`src/hdl/umrb_pkg.sv`:
```
package umrb_pkg;

   localparam int TX_DEPTH = 128;
   localparam int RX_DEPTH = 128;

   localparam int TX_PTR_W = (TX_DEPTH > 1) ? $clog2(TX_DEPTH) : 1;
   localparam int RX_PTR_W = (RX_DEPTH > 1) ? $clog2(RX_DEPTH) : 1;
   localparam int TX_CNT_W = $clog2(TX_DEPTH + 1);
   localparam int RX_CNT_W = $clog2(RX_DEPTH + 1);

   localparam int BYTE_W  = 8;
   localparam int OP_W    = 2;
   localparam int LEVEL_W = 8;

   typedef logic [TX_PTR_W-1:0] tx_ptr_type;
   typedef logic [RX_PTR_W-1:0] rx_ptr_type;
   typedef logic [TX_CNT_W-1:0] tx_cnt_type;
   typedef logic [RX_CNT_W-1:0] rx_cnt_type;

   typedef enum logic [OP_W-1:0] {
      OP_WRITE = 2'd0,
      OP_READ  = 2'd1,
      OP_SEND  = 2'd2,
      OP_RECV  = 2'd3
   } op_type;

   typedef struct packed {
      logic [OP_W-1:0]   operation;
      logic [BYTE_W-1:0] data_byte;
      logic              frame_start;
      logic              ninth_bit;
      logic              keep_frame;
   } req_payload_type;

   typedef struct packed {
      logic                op_done;
      logic [BYTE_W-1:0]   read_byte;
      logic                line_send;
      logic [BYTE_W-1:0]   line_byte;
      logic                line_ninth;
      logic                tx_idle;
      logic                tx_drained;
      logic                rx_started;
      logic [LEVEL_W-1:0]  tx_level;
      logic [LEVEL_W-1:0]  rx_level;
   } rsp_payload_type;

   typedef struct packed {
      logic capture;
      logic execute;
      logic load;
   } ctrl_cmd_type;

   typedef struct packed {
      logic out_hold;
   } ctrl_status_type;

   function automatic tx_ptr_type tx_ptr_next(input tx_ptr_type ptr);
      if (ptr == tx_ptr_type'(TX_DEPTH - 1)) begin
         return '0;
      end
      return ptr + tx_ptr_type'(1);
   endfunction

   function automatic rx_ptr_type rx_ptr_next(input rx_ptr_type ptr);
      if (ptr == rx_ptr_type'(RX_DEPTH - 1)) begin
         return '0;
      end
      return ptr + rx_ptr_type'(1);
   endfunction

endpackage

```
`src/hdl/umrb_req_if.sv`:
```
interface umrb_req_if;
   import umrb_pkg::*;

   logic              valid;
   logic              ready;
   logic [OP_W-1:0]   operation;
   logic [BYTE_W-1:0] data_byte;
   logic              frame_start;
   logic              ninth_bit;
   logic              keep_frame;

   modport source (
      output valid, operation, data_byte, frame_start, ninth_bit, keep_frame,
      input  ready
   );

   modport sink (
      input  valid, operation, data_byte, frame_start, ninth_bit, keep_frame,
      output ready
   );
endinterface

```
`src/hdl/umrb_rsp_if.sv`:
```
interface umrb_rsp_if;
   import umrb_pkg::*;

   logic               valid;
   logic               ready;
   logic               op_done;
   logic [BYTE_W-1:0]  read_byte;
   logic               line_send;
   logic [BYTE_W-1:0]  line_byte;
   logic               line_ninth;
   logic               tx_idle;
   logic               tx_drained;
   logic               rx_started;
   logic [LEVEL_W-1:0] tx_level;
   logic [LEVEL_W-1:0] rx_level;

   modport source (
      output valid, op_done, read_byte, line_send, line_byte, line_ninth,
             tx_idle, tx_drained, rx_started, tx_level, rx_level,
      input  ready
   );

   modport sink (
      input  valid, op_done, read_byte, line_send, line_byte, line_ninth,
             tx_idle, tx_drained, rx_started, tx_level, rx_level,
      output ready
   );
endinterface

```
`src/hdl/umrb_ctrl.sv`:
```
module umrb_ctrl (
   input  logic                       clock,
   input  logic                       reset,
   input  logic                       req_valid,
   output logic                       req_ready,
   input  umrb_pkg::ctrl_status_type  status,
   output umrb_pkg::ctrl_cmd_type     cmd
);
   import umrb_pkg::*;

   typedef enum logic [2:0] {
      ST_IDLE = 3'b001,
      ST_EXEC = 3'b010,
      ST_LOAD = 3'b100
   } state_type;

   state_type state_ff;
   state_type state_in;

   always_comb begin
      state_in    = state_ff;
      cmd         = '0;
      req_ready   = 1'b0;
      unique case (state_ff)
         ST_IDLE: begin
            req_ready = 1'b1;
            if (req_valid) begin
               cmd.capture = 1'b1;
               state_in    = ST_EXEC;
            end
         end
         ST_EXEC: begin
            cmd.execute = 1'b1;
            state_in    = ST_LOAD;
         end
         ST_LOAD: begin
            if (!status.out_hold) begin
               cmd.load = 1'b1;
               state_in = ST_IDLE;
            end
         end
         default: begin
            state_in = ST_IDLE;
         end
      endcase
   end

   always_ff @(posedge clock) begin
      if (reset) begin
         state_ff <= ST_IDLE;
      end else begin
         state_ff <= state_in;
      end
   end

   a_capture_then_exec: assert property (@(posedge clock) disable iff (reset)
      cmd.capture |=> cmd.execute)
      else $error("Captured item was not executed in the next cycle.");

   a_exec_then_load_state: assert property (@(posedge clock) disable iff (reset)
      cmd.execute |=> (state_ff == ST_LOAD))
      else $error("Execution was not followed by the result load state.");

   a_no_load_while_held: assert property (@(posedge clock) disable iff (reset)
      status.out_hold |-> !cmd.load)
      else $error("Result register was overwritten before its transfer.");

endmodule

```
`src/hdl/umrb_dpath.sv`:
```
module umrb_dpath (
   input  logic                       clock,
   input  logic                       reset,
   input  umrb_pkg::ctrl_cmd_type     cmd,
   output umrb_pkg::ctrl_status_type  status,
   input  umrb_pkg::req_payload_type  req_payload,
   input  logic                       csr_we,
   input  logic                       csr_wdata,
   output logic                       rsp_valid,
   input  logic                       rsp_ready,
   output umrb_pkg::rsp_payload_type  rsp_payload
);
   import umrb_pkg::*;

   req_payload_type  item_ff;

   logic [BYTE_W:0]   tx_mem [TX_DEPTH];
   logic [BYTE_W-1:0] rx_mem [RX_DEPTH];
   logic [BYTE_W:0]   tx_rd_ff;
   logic [BYTE_W-1:0] rx_rd_ff;

   tx_ptr_type tx_head_ff, tx_tail_ff;
   tx_cnt_type tx_count_ff;
   rx_ptr_type rx_head_ff, rx_tail_ff;
   rx_cnt_type rx_count_ff;
   logic       skip_ff;
   logic       mode_ff;

   logic               st_op_done_ff;
   logic               st_read_ff;
   logic               st_send_ff;
   logic               st_ninth_en_ff;
   logic               st_idle_ff;
   logic               st_drained_ff;
   logic               st_started_ff;
   logic [LEVEL_W-1:0] st_tx_level_ff;
   logic [LEVEL_W-1:0] st_rx_level_ff;

   rsp_payload_type out_ff;
   logic            out_valid_ff;

   op_type     op;
   logic       tx_full, tx_empty, rx_full, rx_empty;
   logic       wr_ok, rd_ok, send_ok, idle_hit, rx_ok;
   logic       recv_drop, skip_in;
   tx_cnt_type tx_count_in;
   rx_cnt_type rx_count_in;

   always_comb begin
      op        = op_type'(item_ff.operation);
      tx_full   = (tx_count_ff == tx_cnt_type'(TX_DEPTH));
      tx_empty  = (tx_count_ff == '0);
      rx_full   = (rx_count_ff == rx_cnt_type'(RX_DEPTH));
      rx_empty  = (rx_count_ff == '0);
      wr_ok     = (op == OP_WRITE) && !tx_full;
      rd_ok     = (op == OP_READ) && !rx_empty;
      send_ok   = (op == OP_SEND) && !tx_empty;
      idle_hit  = (op == OP_SEND) && tx_empty;
      recv_drop = mode_ff && skip_ff && !item_ff.ninth_bit;
      rx_ok     = (op == OP_RECV) && !recv_drop && !rx_full;
      skip_in   = skip_ff;
      if ((op == OP_RECV) && mode_ff && !recv_drop) begin
         skip_in = !item_ff.keep_frame;
      end
      tx_count_in = tx_count_ff;
      if (wr_ok) begin
         tx_count_in = tx_count_ff + tx_cnt_type'(1);
      end else if (send_ok) begin
         tx_count_in = tx_count_ff - tx_cnt_type'(1);
      end
      rx_count_in = rx_count_ff;
      if (rx_ok) begin
         rx_count_in = rx_count_ff + rx_cnt_type'(1);
      end else if (rd_ok) begin
         rx_count_in = rx_count_ff - rx_cnt_type'(1);
      end
   end

   always_ff @(posedge clock) begin
      if (cmd.capture) begin
         item_ff <= req_payload;
      end
   end

   always_ff @(posedge clock) begin
      if (cmd.execute && wr_ok) begin
         tx_mem[tx_tail_ff] <= {item_ff.frame_start, item_ff.data_byte};
      end
      if (cmd.execute) begin
         tx_rd_ff <= tx_mem[tx_head_ff];
      end
   end

   always_ff @(posedge clock) begin
      if (cmd.execute && rx_ok) begin
         rx_mem[rx_tail_ff] <= item_ff.data_byte;
      end
      if (cmd.execute) begin
         rx_rd_ff <= rx_mem[rx_head_ff];
      end
   end

   always_ff @(posedge clock) begin
      if (reset) begin
         tx_head_ff  <= '0;
         tx_tail_ff  <= '0;
         tx_count_ff <= '0;
         rx_head_ff  <= '0;
         rx_tail_ff  <= '0;
         rx_count_ff <= '0;
         skip_ff     <= 1'b0;
         mode_ff     <= 1'b0;
      end else if (csr_we) begin
         mode_ff <= csr_wdata;
         skip_ff <= csr_wdata;
      end else if (cmd.execute) begin
         tx_count_ff <= tx_count_in;
         rx_count_ff <= rx_count_in;
         skip_ff     <= skip_in;
         if (wr_ok) begin
            tx_tail_ff <= tx_ptr_next(tx_tail_ff);
         end
         if (send_ok) begin
            tx_head_ff <= tx_ptr_next(tx_head_ff);
         end
         if (rx_ok) begin
            rx_tail_ff <= rx_ptr_next(rx_tail_ff);
         end
         if (rd_ok) begin
            rx_head_ff <= rx_ptr_next(rx_head_ff);
         end
      end
   end

   always_ff @(posedge clock) begin
      if (cmd.execute) begin
         st_op_done_ff  <= wr_ok || rd_ok;
         st_read_ff     <= rd_ok;
         st_send_ff     <= send_ok;
         st_ninth_en_ff <= send_ok && mode_ff;
         st_idle_ff     <= idle_hit;
         st_drained_ff  <= send_ok && (tx_count_ff == tx_cnt_type'(1));
         st_started_ff  <= rx_ok && rx_empty;
         st_tx_level_ff <= LEVEL_W'(tx_count_in);
         st_rx_level_ff <= LEVEL_W'(rx_count_in);
      end
   end

   always_ff @(posedge clock) begin
      if (cmd.load) begin
         out_ff.op_done    <= st_op_done_ff;
         out_ff.read_byte  <= st_read_ff ? rx_rd_ff : '0;
         out_ff.line_send  <= st_send_ff;
         out_ff.line_byte  <= st_send_ff ? tx_rd_ff[BYTE_W-1:0] : '0;
         out_ff.line_ninth <= st_ninth_en_ff && tx_rd_ff[BYTE_W];
         out_ff.tx_idle    <= st_idle_ff;
         out_ff.tx_drained <= st_drained_ff;
         out_ff.rx_started <= st_started_ff;
         out_ff.tx_level   <= st_tx_level_ff;
         out_ff.rx_level   <= st_rx_level_ff;
      end
   end

   always_ff @(posedge clock) begin
      if (reset) begin
         out_valid_ff <= 1'b0;
      end else if (cmd.load) begin
         out_valid_ff <= 1'b1;
      end else if (rsp_ready) begin
         out_valid_ff <= 1'b0;
      end
   end

   assign status.out_hold = out_valid_ff && !rsp_ready;
   assign rsp_valid       = out_valid_ff;
   assign rsp_payload     = out_ff;

   a_tx_count_bound: assert property (@(posedge clock) disable iff (reset)
      tx_count_ff <= tx_cnt_type'(TX_DEPTH))
      else $error("Transmit fill count exceeds the queue depth.");

   a_rx_count_bound: assert property (@(posedge clock) disable iff (reset)
      rx_count_ff <= rx_cnt_type'(RX_DEPTH))
      else $error("Receive fill count exceeds the queue depth.");

   a_drained_needs_send: assert property (@(posedge clock) disable iff (reset)
      out_valid_ff && out_ff.tx_drained |-> out_ff.line_send && (out_ff.tx_level == '0))
      else $error("Drain flag without a send that emptied the transmit queue.");

   a_idle_excludes_send: assert property (@(posedge clock) disable iff (reset)
      out_valid_ff |-> !(out_ff.tx_idle && (out_ff.line_send || out_ff.op_done)))
      else $error("Idle report combined with another completed operation.");

endmodule

```
`src/hdl/uart_multidrop_ring_buffers_unit.sv`:
```
// Buffered serial port core with a transmit queue and a receive queue of 128 bytes each
// and 9-bit multidrop framing. Each request transfer carries one operation (host write,
// host read, line ready to send, byte received from the line) and produces exactly one
// response transfer with the outcome and both queue levels. The request is captured,
// then the pointers and counters are updated and the queue memories are read, and then the
// response register is loaded. A new request is taken only once the previous one is
// loaded; the load waits while the previous response has not been transferred, and
// the next request is taken while a response still waits. Write the multidrop mode
// register through csr_we only while no item is in flight; the block does not enforce
// this. A write also sets the receive skip flag to the written value.
module uart_multidrop_ring_buffers_unit (
   input  logic         clock,
   input  logic         reset,
   input  logic         csr_we,
   input  logic         csr_wdata,
   umrb_req_if.sink     req_ch,
   umrb_rsp_if.source   rsp_ch
);
   import umrb_pkg::*;

   ctrl_cmd_type     cmd;
   ctrl_status_type  status;
   req_payload_type  req_payload;
   rsp_payload_type  rsp_payload;

   assign req_payload.operation   = req_ch.operation;
   assign req_payload.data_byte   = req_ch.data_byte;
   assign req_payload.frame_start = req_ch.frame_start;
   assign req_payload.ninth_bit   = req_ch.ninth_bit;
   assign req_payload.keep_frame  = req_ch.keep_frame;

   umrb_ctrl u_ctrl (
      .clock     (clock),
      .reset     (reset),
      .req_valid (req_ch.valid),
      .req_ready (req_ch.ready),
      .status    (status),
      .cmd       (cmd)
   );

   umrb_dpath u_dpath (
      .clock       (clock),
      .reset       (reset),
      .cmd         (cmd),
      .status      (status),
      .req_payload (req_payload),
      .csr_we      (csr_we),
      .csr_wdata   (csr_wdata),
      .rsp_valid   (rsp_ch.valid),
      .rsp_ready   (rsp_ch.ready),
      .rsp_payload (rsp_payload)
   );

   assign rsp_ch.op_done    = rsp_payload.op_done;
   assign rsp_ch.read_byte  = rsp_payload.read_byte;
   assign rsp_ch.line_send  = rsp_payload.line_send;
   assign rsp_ch.line_byte  = rsp_payload.line_byte;
   assign rsp_ch.line_ninth = rsp_payload.line_ninth;
   assign rsp_ch.tx_idle    = rsp_payload.tx_idle;
   assign rsp_ch.tx_drained = rsp_payload.tx_drained;
   assign rsp_ch.rx_started = rsp_payload.rx_started;
   assign rsp_ch.tx_level   = rsp_payload.tx_level;
   assign rsp_ch.rx_level   = rsp_payload.rx_level;

endmodule
```
`src/flat_wrapper.sv`:
```
// flat-port wrapper written by rule: the top's interface ports become plain ports
module uart_multidrop_ring_buffers_unit_flat import umrb_pkg::*;
  (clock, reset, csr_we, csr_wdata, req_ch_valid, req_ch_operation, req_ch_data_byte, req_ch_frame_start, req_ch_ninth_bit, req_ch_keep_frame, req_ch_ready, rsp_ch_valid, rsp_ch_op_done, rsp_ch_read_byte, rsp_ch_line_send, rsp_ch_line_byte, rsp_ch_line_ninth, rsp_ch_tx_idle, rsp_ch_tx_drained, rsp_ch_rx_started, rsp_ch_tx_level, rsp_ch_rx_level, rsp_ch_ready);
  umrb_req_if req_ch_i ();
  umrb_rsp_if rsp_ch_i ();
  input  logic clock;
  input  logic reset;
  input  logic csr_we;
  input  logic csr_wdata;
  input wire logic [$bits(req_ch_i.valid)-1:0] req_ch_valid;
  input wire logic [$bits(req_ch_i.operation)-1:0] req_ch_operation;
  input wire logic [$bits(req_ch_i.data_byte)-1:0] req_ch_data_byte;
  input wire logic [$bits(req_ch_i.frame_start)-1:0] req_ch_frame_start;
  input wire logic [$bits(req_ch_i.ninth_bit)-1:0] req_ch_ninth_bit;
  input wire logic [$bits(req_ch_i.keep_frame)-1:0] req_ch_keep_frame;
  output wire logic [$bits(req_ch_i.ready)-1:0] req_ch_ready;
  output wire logic [$bits(rsp_ch_i.valid)-1:0] rsp_ch_valid;
  output wire logic [$bits(rsp_ch_i.op_done)-1:0] rsp_ch_op_done;
  output wire logic [$bits(rsp_ch_i.read_byte)-1:0] rsp_ch_read_byte;
  output wire logic [$bits(rsp_ch_i.line_send)-1:0] rsp_ch_line_send;
  output wire logic [$bits(rsp_ch_i.line_byte)-1:0] rsp_ch_line_byte;
  output wire logic [$bits(rsp_ch_i.line_ninth)-1:0] rsp_ch_line_ninth;
  output wire logic [$bits(rsp_ch_i.tx_idle)-1:0] rsp_ch_tx_idle;
  output wire logic [$bits(rsp_ch_i.tx_drained)-1:0] rsp_ch_tx_drained;
  output wire logic [$bits(rsp_ch_i.rx_started)-1:0] rsp_ch_rx_started;
  output wire logic [$bits(rsp_ch_i.tx_level)-1:0] rsp_ch_tx_level;
  output wire logic [$bits(rsp_ch_i.rx_level)-1:0] rsp_ch_rx_level;
  input wire logic [$bits(rsp_ch_i.ready)-1:0] rsp_ch_ready;
  assign req_ch_i.valid = req_ch_valid;
  assign req_ch_i.operation = req_ch_operation;
  assign req_ch_i.data_byte = req_ch_data_byte;
  assign req_ch_i.frame_start = req_ch_frame_start;
  assign req_ch_i.ninth_bit = req_ch_ninth_bit;
  assign req_ch_i.keep_frame = req_ch_keep_frame;
  assign req_ch_ready = req_ch_i.ready;
  assign rsp_ch_valid = rsp_ch_i.valid;
  assign rsp_ch_op_done = rsp_ch_i.op_done;
  assign rsp_ch_read_byte = rsp_ch_i.read_byte;
  assign rsp_ch_line_send = rsp_ch_i.line_send;
  assign rsp_ch_line_byte = rsp_ch_i.line_byte;
  assign rsp_ch_line_ninth = rsp_ch_i.line_ninth;
  assign rsp_ch_tx_idle = rsp_ch_i.tx_idle;
  assign rsp_ch_tx_drained = rsp_ch_i.tx_drained;
  assign rsp_ch_rx_started = rsp_ch_i.rx_started;
  assign rsp_ch_tx_level = rsp_ch_i.tx_level;
  assign rsp_ch_rx_level = rsp_ch_i.rx_level;
  assign rsp_ch_i.ready = rsp_ch_ready;
  uart_multidrop_ring_buffers_unit u_core (.clock(clock), .reset(reset), .csr_we(csr_we), .csr_wdata(csr_wdata), .req_ch(req_ch_i), .rsp_ch(rsp_ch_i));
endmodule
```
`config.mk`:
```
export PLATFORM = sky130hd
export DESIGN_NAME = uart_multidrop_ring_buffers_unit_flat
export DESIGN_NICKNAME = d
export VERILOG_FILES = /design/src/hdl/umrb_pkg.sv /design/src/hdl/umrb_req_if.sv /design/src/hdl/umrb_rsp_if.sv /design/src/hdl/umrb_ctrl.sv /design/src/hdl/umrb_dpath.sv /design/src/hdl/uart_multidrop_ring_buffers_unit.sv /design/src/flat_wrapper.sv
export SDC_FILE = /design/constraint.sdc
export NUM_CORES = 2
export LEC_CHECK = 0
export BUFFER_PORTS_ARGS = -buffer_cell sky130_fd_sc_hd__buf_2
export CORE_UTILIZATION = 25
export DETAILED_ROUTE_END_ITERATION = 16
export SLEW_MARGIN = 15
export SYNTH_ARGS = -nofsm -noshare
export SYNTH_HDL_FRONTEND = slang
export SYNTH_SLANG_ARGS = --single-unit
```
`constraint.sdc`:
```
create_clock -name clock -period 4.1 [get_ports clock]
set_clock_uncertainty 0.15 [all_clocks]
set_input_delay 0.82 -clock clock [delete_from_list [all_inputs] [get_ports clock]]
set_output_delay 0.82 -clock clock [all_outputs]
set_load 0.01 [all_outputs]
```
* Word-level counts from Yosys, hierarchy flattened
Memories as Yosys holds them, arrays and structs flattened. A register that Yosys moved wholly into a read port is not among the register bits.
Index checks and enable logic that the tools add are counted.
** Operators by class
- Reductions and logical operators :: 39
- Bitwise gates (word level) :: 1
- Mux-type cells :: 50
- Equality and inequality tests :: 15
- Add/sub/neg operators :: 8
** Operator list (count)
- 2-to-1 mux 7 bit :: 8
- 2-to-1 mux 1 bit :: 35
- 2-to-1 mux 8 bit :: 4
- adder 7 x 1 -> 7 bit, second input constant :: 4
- equality test 7 bit, second input constant :: 4
- logical AND 1 bit :: 17
- adder 8 x 1 -> 8 bit, second input constant :: 2
- equality test 8 bit, second input constant :: 2
- logical NOT 8 bit :: 2
- subtractor 8 x 1 -> 8 bit, second input constant :: 2
- AND reduction 3 bit :: 4
- one-hot mux 3 bit (3 select lines) :: 1
- equality test 8 x 1 -> 1 bit, second input constant :: 1
- logical NOT 1 bit :: 8
- 2-to-1 mux 3 bit :: 2
- AND reduction 2 bit :: 3
- nonzero test 2 bit :: 3
- equality test 2 bit, second input constant :: 2
- != test 2 bit, second input constant :: 2
- equality test 3 x 1 -> 1 bit, second input constant :: 1
- equality test 3 x 2 -> 1 bit, second input constant :: 1
- equality test 3 bit, second input constant :: 1
- equality test 2 x 1 -> 1 bit, second input constant :: 1
- logical NOT 2 bit :: 1
- other kinds (2) :: 2
** Storage, ports and cells
- Input bits :: 19
- Flip-flop bits (word level) :: 124
- Logic and storage cells :: 149
- Output and inout bits :: 40
- Memory bits (writable) :: 2176
- Memories kept :: 2
** Memory list
- u_core.u_dpath.tx_mem :: depth 128, width 9, read ports 1, clocked after memory_dff 1, wr ports 1, RTL line umrb_dpath.sv:17 : logic [BYTE_W:0] tx_mem [TX_DEPTH];
- u_core.u_dpath.rx_mem :: depth 128, width 8, read ports 1, clocked after memory_dff 1, wr ports 1, RTL line umrb_dpath.sv:18 : logic [BYTE_W-1:0] rx_mem [RX_DEPTH];

* Longest topological paths before layout
- Depth in word-level cells :: 10
- Gate-level depth with buffers :: 10
- Depth with buffers taken out :: 8

* Modules after synthesis
Synthesis repeated with hierarchy kept, for this count alone.
** Second synthesis, totals
- Cells, all modules :: 4585
- Area total of the unflattened synthesis :: 90484.3 sq um
** Modules (own cells, without submodules)
- umrb_dpath :: instances 1, area each 90330.4 sq um, sequential area each 69016.2 sq um, cells each 4570
- umrb_ctrl :: instances 1, area each 153.9 sq um, sequential area each 60.1 sq um, cells each 15

* Worst setup path after synthesis
No wires, ideal clock.
- Path kind :: register to register
- From :: reg u_core.u_dpath.item_ff[3] in the netlist's numbering
- To :: mem u_core.u_dpath.rx_mem[0][0], data pin
- Required time :: 3.133 ns
- Clock period less this slack :: 4.196 ns
- Cell stages (with the launch flop) :: 1
- Slack :: -0.096 ns
- Data arrival time :: 3.228 ns
- Library setup time :: 0.817 ns
- Buffers on the path :: 0
- Cell sequence :: edfxtp_1
** RTL lines
- start: declaration :: RTL line umrb_dpath.sv:15 : req_payload_type item_ff;
- start signal: assignment :: RTL line umrb_dpath.sv:81 : item_ff <= req_payload;
- end: declaration :: RTL line umrb_dpath.sv:18
Straight into the memory's write port.

==> impl_metrics.tcl <==
set metrics [dict create \
    hold_class "input pin to register" \
    p_per_area_mw_per_mm2 443 \
    grt_usage_pct 12.4 \
    antenna_found_initial 6 \
    initial_core_util_pct 25.2 \
    grt_pass1_wl_um 336000 \
    die_x_um 604 \
    netlist_area_mm2 0.0907 \
    numCtsBuffers 220 \
    routedWlPerCell_um 23.7 \
    end_kind "register" \
    crit_end "u_core.u_dpath.rx_rd_ff[0]" \
    synthSimpleGateAreaFrac_pct 3.75 \
    r2r_slack_ns 0.51 \
    crit_required_ns 4.56 \
    slew_headroom_pct 21.5 \
    hold_ws_ns 0.134 \
    comb_power_share_pct 1.4 \
    synthMuxAreaShare_pct 14.1 \
    clock-sinks 2317 \
    portBuffers 58 \
    n_fill_cell 35000 \
    slew_violations 0 \
    synth_area_leaders "edfxtp_1 (75%), mux4_2 (10%), mux2i_1 (3.2%)" \
    total_power_mw 46.6 \
    period_share_pct 87.6 \
    finalSetupTns_ns 0 \
    grt_start_max_net_pins 217 \
    postRouteAntennaNets 0 \
    routed_wl_um 233000 \
    io_pins 59 \
    cp_max_fo 38 \
    syn_to_final_growth_pct 16.0 \
    synth_area_leader_cell "edfxtp_1" \
    dp.cells 9416 \
    worst_slew_pin_slew_ns 1.18 \
    ys_seq_area_share_pct 76.1 \
    syn_nets 4586 \
    core_area_mm2 0.360 \
    final_cell_mix "edfxtp_1 (2267), mux4_2 (420), nor2_1 (335)" \
    vdd_drop_max_v 0.000387 \
    yosys.area_share.adder_pct 0.138 \
    outcome "complete, no violations" \
    grt_pass1_vias 45900 \
    drtIter0Drc 4953 \
    drc 0 \
    fmax_mhz 278 \
    pwr-share-seq_pct 56.1 \
    fin_ws_ns 0.508 \
    std_cell_rows 220 \
    async_flop_share_pct 0 \
    globalRouteOverflowTotal 0 \
    stdcell_count 9834 \
    rr_endpoint "u_core.u_dpath.rx_rd_ff[0]" \
    p_leak_nw 30.9 \
    worst_r2r_path_depth 7 \
    synth_top_family_by_area "multiplexers" \
    synth_ff_type "edfxtp_1" \
    clockPowerShare_pct 42.5 \
    period_needed_ns 3.59 \
    final_nets 4910 \
    finalSetupViolCount 0 \
    cts.clk_slew.worst_paths_ns 0.06 \
    chipHeight_um 604 \
    rsz0062_at_grt "false" \
    p_int_mw 37.3 \
    dr.pass1.iters 5 \
    dieArea_mm2 0.365 \
    synth_xor_area_share_pct 0.357 \
    hpwl_um 144000 \
    synth_seq_cells 2317 \
    cp.arrival_ns 4.05 \
    synth_cell_type_count 97 \
    syn_area_per_cell_um2 19.9 \
    yosys.area.top_type_share_pct 75.0 \
    h-tree-depth 4 \
    syn_inst 4557 \
    worstReg2RegStart "u_core.u_dpath.rx_head_ff[0]" \
    final_hold_viol_count 0 \
    final_common_cell "edfxtp_1" \
    crit_type "register to register" \
    swShare_pct 19.9 \
    clockRootBuffer "clkbuf_16" \
    p_switching_mw 9.28 \
    via_per_inst 4.68 \
    clock_path_buffers 3 \
    synth_compound_area_share_pct 3.82 \
    synth_edf_count 2267 \
    cp-start-kind "register" \
    startpoint "u_core.u_dpath.rx_head_ff[0]" \
    gp_congestion 0.826 \
    num_vias 46000 \
    dp_slack_ns 0.511 \
    clock_latency_ns 0.86 \
    cap_violations 0 \
    layout-drive-gt1-share_pct 23.0 \
    cts_tree "done" \
    synth.yosys.warnings 0 \
]
## area by class of cell
type / instances / area [um^2] / area share [%]
diodes: 4 / 10.0 / 0.00951
multi-input cells: 1968 / 20200 / 19.2
clock buffers: 280 / 5910 / 5.61
clock inverters: 118 / 1010 / 0.957
well taps: 4773 / 5970 / 5.67
repair buffers: 363 / 3040 / 2.89
flip-flops and latches: 2317 / 69100 / 65.7
inverters: 11 / 41.3 / 0.0392
## critical path, cell delays in order, from the launching register on
cell and delay [ns]:
dfxtp_4 0.90, buf_4 0.33, mux4_2 0.51, a22o_1 0.22
a2111oi_0 0.64, buf_4 0.23, a211oi_1 0.09, o32a_1 0.20
## metrics by stage
step,util [%],cell area [um^2]
6_report,29.2,105000
5_1_grt,29.2,105000
4_1_cts,29.2,105000
3_5_place_dp,27.3,98100
3_3_place_gp,27.3,98100
2_1_floorplan,-,90700
## registers in the layout, indices dropped and copies added, names as in the netlist, 2 cells and up
signal                         flops
u_core.u_ctrl.state_ff             3
u_core.u_dpath.item_ff            11
u_core.u_dpath.op                  2
u_core.u_dpath.rsp_payload        38
u_core.u_dpath.rx_count_ff         8
u_core.u_dpath.rx_head_ff          7
u_core.u_dpath.rx_mem           1024
u_core.u_dpath.rx_rd_ff            8
u_core.u_dpath.rx_tail_ff          7
u_core.u_dpath.st_rx_level_ff      8
u_core.u_dpath.st_tx_level_ff      8
u_core.u_dpath.tx_count_ff         8
u_core.u_dpath.tx_head_ff          7
u_core.u_dpath.tx_mem           1152
u_core.u_dpath.tx_rd_ff            9
u_core.u_dpath.tx_tail_ff          7
## per-layer routing
layer  vias up  GRT usage, %  routed length, um
met5         -             0                 29
met4         4          3.34               5980
met3       321          2.30              16700
met2      1840          20.4             113000
met1     24400          16.8              97900
li1      19500             -                  -
## repair_timing
item	4_1_cts	5_1_grt
hold endpoints to repair	13	0
resized for setup	0	0
hold buffers	13	0
endpoints found under the setup margin	0	0
buffers inserted	0	0
## power by group through the flow
stage	Clock [mW]	Combinational (mW)	Sequential (mW)
CTS	20.1	0.662	26.1
floorplan	0	0.0997	26.9
global route	21.0	0.709	26.1
detailed placement	0	0.654	26.6
finish	19.8	0.663	26.1
global placement	0	0.623	26.6
## cells in the mapped netlist (17+ instances only)
| cell | count |
|---|---|
| edfxtp_1 | 2267 |
| mux4_2 | 420 |
| nor2_1 | 336 |
| mux2i_1 | 292 |
| nand2_1 | 110 |
| buf_2 | 92 |
| clkbuf_1 | 84 |
| a22oi_1 | 76 |
| a21oi_1 | 64 |
| o22ai_1 | 59 |
| buf_4 | 54 |
| dfxtp_1 | 50 |
| a211oi_1 | 48 |
| nand3_1 | 43 |
| mux2_2 | 38 |
| nor2b_1 | 35 |
| o221ai_1 | 35 |
| and2_1 | 27 |
| nor3_1 | 23 |
| xnor2_1 | 21 |
| buf_6 | 20 |
| nand2b_1 | 19 |
| nand4_1 | 18 |
| o21ai_0 | 18 |
| a22o_1 | 17 |
## worst min-delay path by stage
stage	from	endpoint	slack [ns]	cells past startpoint
2_1_floorplan	u_core.u_dpath.st_rx_level_ff[0]	u_core.u_dpath.rsp_payload[0]	0.25	0
3_3_place_gp	u_core.u_dpath.st_tx_level_ff[2]	u_core.u_dpath.rsp_payload[10]	0.25	0
3_5_place_dp	u_core.u_dpath.st_tx_level_ff[0]	u_core.u_dpath.rsp_payload[8]	0.25	0
4_1_cts	csr_wdata	u_core.u_dpath.mode_ff	0.08	3
5_1_grt	csr_wdata	u_core.u_dpath.skip_ff	0.11	3
6_report	csr_wdata	u_core.u_dpath.skip_ff	0.13	3
## cell families (layout without fill, tap and decap cells)
kind of cell	after synthesis	in the layout
AOI/OAI and AO/OA	461	461
xor gates and xnor gates	37	37
adders and majority gates	10	10
buffers and inverters	272	772
DFF	2317	2317
muxes	752	752
other	0	4
and+or+nand+nor	708	708
(Power assumes the default switching activity.)
